File: src/rtl/core/tccb_mul_unit.sv
// Shared multiplier with a registered product, used for row base addresses.
// Depends on tccb_pkg only through the caller; holds its product when idle.
module tccb_mul_unit #(
   parameter int A_W = 7,
   parameter int B_W = 8
) (
   input  logic               clock,
   input  logic               enable,
   input  logic [A_W-1:0]     op_a,
   input  logic [B_W-1:0]     op_b,
   output logic [A_W+B_W-1:0] product
);

   logic [A_W+B_W-1:0] product_ff;
   logic [A_W+B_W-1:0] product_in;

   always_comb begin
      product_in = product_ff;
      if (enable) begin
         product_in = (A_W+B_W)'(op_a) * (A_W+B_W)'(op_b);
      end
   end

   always_ff @(posedge clock) begin
      product_ff <= product_in;
   end

   assign product = product_ff;

endmodule

File: config.mk
export PLATFORM = sky130hd
export DESIGN_NAME = tccb_mul_unit
export DESIGN_NICKNAME = d
export VERILOG_FILES = /design/src/rtl/core/tccb_mul_unit.sv
export SDC_FILE = /design/constraint.sdc
export NUM_CORES = 1
export LEC_CHECK = 0
export BUFFER_PORTS_ARGS = -buffer_cell sky130_fd_sc_hd__clkbuf_2
export CAP_MARGIN = 20
export CORE_UTILIZATION = 50
export CTS_BUF_LIST = sky130_fd_sc_hd__clkbuf_4 sky130_fd_sc_hd__clkbuf_8
export DETAILED_ROUTE_END_ITERATION = 8
export HOLD_SLACK_MARGIN = 0.12
export PLACE_DENSITY_LB_ADDON = 0.08
export SETUP_SLACK_MARGIN = 0.2
export SYNTH_ARGS = -nofsm -noshare
export SYNTH_HDL_FRONTEND = slang
export SYNTH_SLANG_ARGS = --single-unit
File: constraint.sdc
create_clock -name clock -period 4.45 [get_ports clock]
set_clock_uncertainty 0.05 [all_clocks]
set_input_delay 0.2225 -clock clock [delete_from_list [all_inputs] [get_ports clock]]
set_output_delay 0.2225 -clock clock [all_outputs]
set_load 0.01 [all_outputs]
# Yosys cells after proc, flatten, opt, wreduce, memory -nomap -nowiden
# Index checks and enable logic that the tools add are counted.
totals:
  output_inout_bits: 15
  ff_bits: 15
  word_cells: 2
  in_bits: 17
classes:
  n_mul: 1
ops:
  columns: ["operator", "n"]
  rows:
  - ["7-bit by 8-bit multiplier with 15-bit output", 1]

# Depth between registers and ports, before layout
# Gate-level depths: netlist (run 1).
depth:
  word_depth: 1
  ltp_mapped: 15
  mapped_depth_nobuf: 14

# Worst setup path before layout (run 1)
# No wires, ideal clock.
synth_path:
  kind: "input to register"
  startpoint: "input port op_b[3]"
  endpoint: "register product_ff[11] (netlist: product[11]) (data pin)"
  path_buffers: 0
  slack_ns: 0.252
  stages: 14
  required_time_ns: 4.128
  arrival_time_ns: 3.876
  setup_ns: 0.272
  path_cell_list: "and2_1 fa_1 inv_1 fa_1 inv_1 fa_1 inv_1 fa_1 inv_1 ha_1 nand3_2 o2111ai_4 a21oi_1 or4b_1"
synth_via:
  elab_chain_cells: 1
synth_rtl:
  columns: ["element", "line_no", "source"]
  rows:
  - ["from (decl)", "10", "input logic [B_W-1:0] op_b,"]
  - ["7-bit by 8-bit multiplier with 15-bit output", "20", "product_in = (A_W+B_W)'(op_a) * (A_W+B_W)'(op_b);"]
  - ["to (signal assigned)", "25", "product_ff <= product_in;"]
  - ["to (decl)", "14", "logic [A_W+B_W-1:0] product_ff;"]
# No other way between the ends.
# A chain may end at the register's enable or synchronous reset.

# Final worst setup path (run 1)
layout_path:
  startpoint: "input port op_a[3]"
  endpoint: "register product_ff[14] (netlist: product[14]) (data pin)"
layout_via:
  elab_chain_cells: 1
layout_rtl:
  columns: ["element", "line_no", "source"]
  rows:
  - ["from (decl)", "9", "input logic [A_W-1:0] op_a,"]
  - ["7-bit by 8-bit multiplier with 15-bit output", "20", null]
# No other way between the ends.

==> results of run 1 <==
==> how the worst max path moves through the flow <==
stage,endpoint,slack (ps),cells past startpoint
finish,product[14],380,14
global route,product[14],200,14
CTS,product[11],300,15
detailed placement,product[14],40,14
global placement,product[14],60,15
floorplan,product[11],250,14
==> cells in the final DEF (no fill, tap or decap), types with 4 or more instances in the layout <==
cell type / count
and2_1: 44
buf_4: 14
clkbuf_2: 31
edfxtp_1: 15
fa_1: 29
ha_1: 32
inv_1: 28
nand2_1: 19
nand3_1: 6
nor2_1: 7
xnor2_1: 4
xor2_1: 5
==> cell usage after synthesis, types with 2 or more instances <==
master | n | share of area, %
nor3_1 | 2 | 0.42
xnor2_1 | 4 | 1.5
o21ai_0 | 2 | 0.42
nand2b_1 | 3 | 0.79
o2111ai_1 | 3 | 1.1
nor2b_1 | 3 | 0.79
edfxtp_1 | 15 | 19
nand2_1 | 19 | 3.0
xor2_1 | 5 | 1.8
o211ai_1 | 2 | 0.63
ha_1 | 33 | 17
a21oi_2 | 2 | 0.74
a211oi_1 | 2 | 0.63
and2_1 | 44 | 12
or4b_1 | 2 | 0.84
a21oi_1 | 4 | 0.84
nor2_1 | 7 | 1.1
mux2i_1 | 3 | 1.3
inv_1 | 28 | 4.4
fa_1 | 29 | 24
nand3_1 | 6 | 1.3
or3_1 | 2 | 0.53
==> metrics by stage <==
step | power (mW) | instance area, µm² | setup slack (ps) | hold slack (ps) | cells
floorplan | 0.8445 | 2370 | 252.2 | 285.0 | 235
global placement | 1.069 | 2686 | 60.76 | 588.9 | 330
detailed placement | 1.077 | 2686 | 39.33 | 589.5 | 330
CTS | 1.191 | 2733 | 298.5 | 326.7 | 334
global route | 1.341 | 2773 | 202.7 | 338.6 | 334
finish | 1.206 | 2773 | 377.7 | 326.5 | 334
==> cells by family (layout without fill, tap and decap cells) <==
| family | after synthesis | after routing | synth area share, % |
|---|---|---|---|
| DFF | 15 | 15 | 19.01 |
| AOI/OAI and AO/OA | 23 | 23 | 7.867 |
| and+or+nand+nor | 92 | 92 | 21.65 |
| muxes | 3 | 3 | 1.267 |
| buffers and inverters | 31 | 78 | 4.963 |
| xor gates and xnor gates | 9 | 9 | 3.326 |
| adders and majority gates | 62 | 62 | 41.92 |
==> where the power goes <==
group	internal (mW)	switching [mW]	leakage [nW]
Sequential	0.240	0.0111	0.146
Clock	0.0620	0.0471	0.0255
Combinational	0.385	0.461	1.19
==> per-layer routing <==
layer	global-route usage, %	wire, µm
met5	0	0
met4	2.000	10
met3	3.419	82
met2	33.55	2197
met1	27.32	2021
==> layout make-up <==
type	instances	area share, %
Tap cell	52	2.347
Timing Repair Buffer	45	9.386
Clock inverter	1	0.1805
Multi-Input combinational cell	189	66.43
Inverter	29	3.926
Sequential cell	15	16.25
Clock buffer	3	1.489
==> impl_results.md, run 1 <==
* Antenna Nets Post-Route at 0
* Crit-path max FO at 7
* PwrDens at 434.9 nW/µm²
* Vias at 1792
* WP data required at 4460 ps
* Layout net count at 362
* Initial Util at 53.32%
* CTS Buf Count at 3
* Reg area at between 400 and 500 µm²
* Die area at 5019 µm²
* CTS Root Cell: clkbuf_8
* EDFF count, synth at 15
* Rows at 24
* I/O pins at 32
* Worst rel slew slack at 75.19%
* CTS tree: built
* Area Growth Syn to Fin at 17.00%
* DRC viols at 0
* Postcts setup bufs at 0
* Worst path cell trace: clkbuf_2 > buf_4 > and2_1 > fa_1 > fa_1 > fa_1 > inv_1 > fa_1 > inv_1 > ha_1 > nand3_1 > o2111ai_4 > a211o_1 > a211oi_1
* Hold Buf Count CTS at 0
* Initial antenna violation count at 0
* Multi-input gate area at 1842 µm²
* Synth Flop Type: edfxtp_1
* Routability Congestion at 0.7602
* Pins over their slew limit at 0
* Final Setup Violations at 0
* Number of global-route vias before repair at 1759
* Syn Nets at 314
* Fraction of layout cells with a size suffix above 1 at 20.57%
* Highest clock rate at approximately 250 MHz
* Critical-path top delay cell: fa_1
* Sequential element share of the synthesized area at 19.01%
* Mean area per synthesized cell at 10.08 µm²
* Distinct cells, synth at 37
* Slew @ Worst Pin at 372.2 ps
* PostCTS Resize Cnt at 0
* Fill cells at 393
* CTS clk-pin slew, worst paths at 60 ps
* DP HPWL at roughly 3.8 mm
* RSZ-0062 raised after global routing: no
* Worst Hold Class: in -> reg
* Drt via density at roughly 5.4
* Crit Path Category: in -> reg
* Clock sink count at 15
* Seq cells post-synth at 15
* Peak VDD IR at 363.0 µV
* Setup crit start: op_a[3]
* Tcrit/Tclk final at 91.51%
* Number of H-tree levels at 1
* DR pass1 iterations at 6
* Critical Path Sink Type: flop
* Max Cap Viol at 0
* CP Data Arrival Time at 4090 ps
* Ys async rst share at 0%
* First-pass GRT wire length at 7.852 mm
* Yosys warns at 0
* Leak at between 1 and 1.5 nW
* Final hold vios at 0
* DRT Wirelength at 4.312 mm
* Startpoint Class: primary input
* Die Wd at 70.85 µm
* Hold Path Sink: product[0]
* Core ar. at between 4000 and 5000 µm²
* Aggregate global routing overflow at 0
* ANT cells at 0
* Hold_sp: op_a[0]
* Hold-critical path depth at 2
* Cell mode on critical path: fa_1
* Number of DRC markers in iteration 0 at 51
* Final core occ at 62.39%
* Minimum clock period at 4072 ps
* Die Height at 70.85 µm
* Routed len/inst at 12.91 µm
* Synthesized cell area at 2370 µm²
* Worst path bufs/invs at 4
* Post-Syn Instances at approximately 240
* GRT Total Usage at 19.67%
* Number of flip-flops in the largest register at 15
* Crit-path max cell delay at 550 ps
* Status: complete, no violations
* Clk buf depth at 2
* Total Neg Setup Slack at 0 ps
* # port buffers at 31
* Largest net degree at the start of global routing at 16
* Family with the most delay on the worst path: adder cells
No activity file was read; power rests on OpenSTA's default activity.
==> run 2: changes to the inputs <==
clock period = 4.5 ns   (was 4.45 ns; I/O delays follow)
==> impl_results.md, run 2 (synthesized netlist as in run 1, its figures left out) <==
* Aggregate global routing overflow at 0 (unchanged)
* GRT Total Usage at 19.92% (was 19.67%)
* CTS tree: built (unchanged)
* Number of DRC markers in iteration 0 at 36 (was 51)
* WP data required at 4430 ps (was 4460 ps)
* CTS clk-pin slew, worst paths at 60 ps (about the same)
* Leak at 1.345 nW (was 1.361 nW)
* Reg area at 450.4 µm² (unchanged)
* DP HPWL at 3.884 mm (was 3.762 mm)
* Final hold vios at 0 (unchanged)
* Core ar. at 4444 µm² (unchanged)
* Number of global-route vias before repair at 1792 (was 1759)
* CP Data Arrival Time at 4030 ps (was 4090 ps)
* Drt via density at 5.265 (was 5.365)
* First-pass GRT wire length at 7.941 mm (was 7.852 mm)
* Critical-path top delay cell: fa_1 (unchanged)
* Antenna Nets Post-Route at 0 (unchanged)
* Initial antenna violation count at 0 (unchanged)
* I/O pins at 32 (unchanged)
* Largest net degree at the start of global routing at 16 (unchanged)
* Routability Congestion at 0.7800 (was 0.7602)
* DRC viols at 6 (was 0)
* Place WS at 32.08 ps (was 39.33 ps)
* DR pass1 iterations at 8 (was 6)
* Multi-input gate area at 1814 µm² (was 1842 µm²)
* Max Cap Viol at 0 (unchanged)
* Rows at 24 (unchanged)
* Minimum clock period at 4090 ps
* Number of flip-flops in the largest register at 15 (unchanged)
* Routed len/inst at 13.36 µm (was 12.91 µm)
* Crit-path max FO at 6 (was 7)
* Startpoint Class: primary input (unchanged)
* Fraction of layout cells with a size suffix above 1 at 18.93% (was 20.57%)
* Most frequent cells in the layout: and2_1 (44), ha_1 (32), clkbuf_2 (31) (unchanged)
* Crit-path max cell delay at 540 ps (was 550 ps)
* Postcts setup bufs at 0 (unchanged)
* CTS Root Cell: clkbuf_8 (unchanged)
* Worst Hold Class: in -> reg (unchanged)
* Crit Path Category: in -> reg (unchanged)
* Peak VDD IR at 352.3 µV (was 363.0 µV)
* Family with the most delay on the worst path: adder cells (unchanged)
* Clk buf depth at 2 (unchanged)
* Vias at 1748 (was 1792)
* Die Height at 70.85 µm (unchanged)
* Fill cells at 398 (was 393)
* Commonest non-fill, non-tap cell in the layout: and2_1 (unchanged)
* Hold Buf Count CTS at 0 (unchanged)
* Placed Area at 2671 µm² (was 2686 µm²)
* Die Wd at 70.85 µm (unchanged)
* Worst path bufs/invs at 5 (was 4)
* Overall Power at 1.166 mW (was 1.206 mW)
* Tcrit/Tclk final at 90.90%
* Clock sink count at 15 (unchanged)
* Worst hold-check slack at 328.2 ps (was 326.5 ps)
* Critical Path Sink Type: flop (unchanged)
* Die area at 5019 µm² (unchanged)
* Post-route setup slack at 409.7 ps (was 377.7 ps)
* Highest clock rate at roughly 240 MHz
* ANT cells at 0 (unchanged)
* Worst rel slew slack at 75.54% (was 75.19%)
* Design area at 2733 µm² (was 2773 µm²)
* RSZ-0062 raised after global routing: no (unchanged)
* Total Neg Setup Slack at 0 ps (unchanged)
* Slew @ Worst Pin at 357.6 ps (was 372.2 ps)
* DRT Wirelength at 4.436 mm (was 4.312 mm)
* Number of H-tree levels at 1 (unchanged)
* Pins over their slew limit at 0 (unchanged)
* Failing checks: DRC
* # port buffers at 31 (unchanged)
* CTS Buf Count at 3 (unchanged)
* Initial Util at 53.32% (unchanged)
* Layout net count at 360 (was 362)
* Area Growth Syn to Fin at 15.31% (was 17.00%)
* Final Setup Violations at 0 (unchanged)
* Worst path cell trace: clkbuf_2 > and2_1 > fa_1 > inv_1 > fa_1 > inv_1 > fa_1 > inv_1 > fa_1 > inv_1 > ha_4 > nand3_2 > o2111ai_4 > a21oi_1 > or4b_1 (was clkbuf_2 > buf_4 > and2_1 > fa_1 > fa_1 > fa_1 > inv_1 > fa_1 > inv_1 > ha_1 > nand3_1 > o2111ai_4 > a211o_1 > a211oi_1)
* PwrDens at 426.6 nW/µm² (was 434.9 nW/µm²)
* Status: finished with violations (was complete, no violations)
run 2: changes by cell type in the layout (fill, tap and decap cells not counted):
cell / previous run / this run
o2111ai_1: 2 / 3
a2111oi_0: 0 / 1
a21oi_1: 3 / 4
a2111oi_2: 1 / 0
a21oi_2: 3 / 2
clkinv_2: 1 / 0
buf_4: 14 / 12
clkbuf_4: 0 / 1
o2111ai_4: 2 / 1
run 2: final cells by class:
type | count | share of cell area [%]
inverter | 29 | 3.984
clock buffer | 4 | 1.786
timing repair buffer | 43 | 8.974
multi-input combinational | 189 | 66.39
sequential | 15 | 16.48
tap | 52 | 2.381
run 2: final timing paths:
| path | startpoint | cells past startpoint | slack (ps) | endpoint |
|---|---|---|---|---|
| hold / removal | op_a[0] | 2 | 330 | product[0] |
| setup / recovery | op_a[3] | 15 | 410 | product[11] |
run 2: through the flow:
step | std cells | utilization (%)
global placement | 328 | 60.11
finish | 332 | 61.49
floorplan | 235 | -
global route | 332 | 61.49
detailed placement | 328 | 60.11
CTS | 332 | 61.21
run 2: repair_timing:
action	CTS	global route
hold endpoints to repair	0	0
setup endpoints to repair	0	2
resized for setup	0	2
run 2: routing by layer:
layer  vias to the layer above  GRT usage (%)  wire length (µm)
li1                        881              -                 -
met1                       840          26.80              2041
met3                         2          3.561               121
met4                         0          2.222                20
met5                         -              0                 0
met2                        25          34.83              2253
run 2: where the power goes:
group          switching, mW  total, mW  internal (mW)
Sequential            0.0109      0.248          0.237
Combinational          0.444      0.804          0.360
Clock                 0.0449      0.113         0.0686
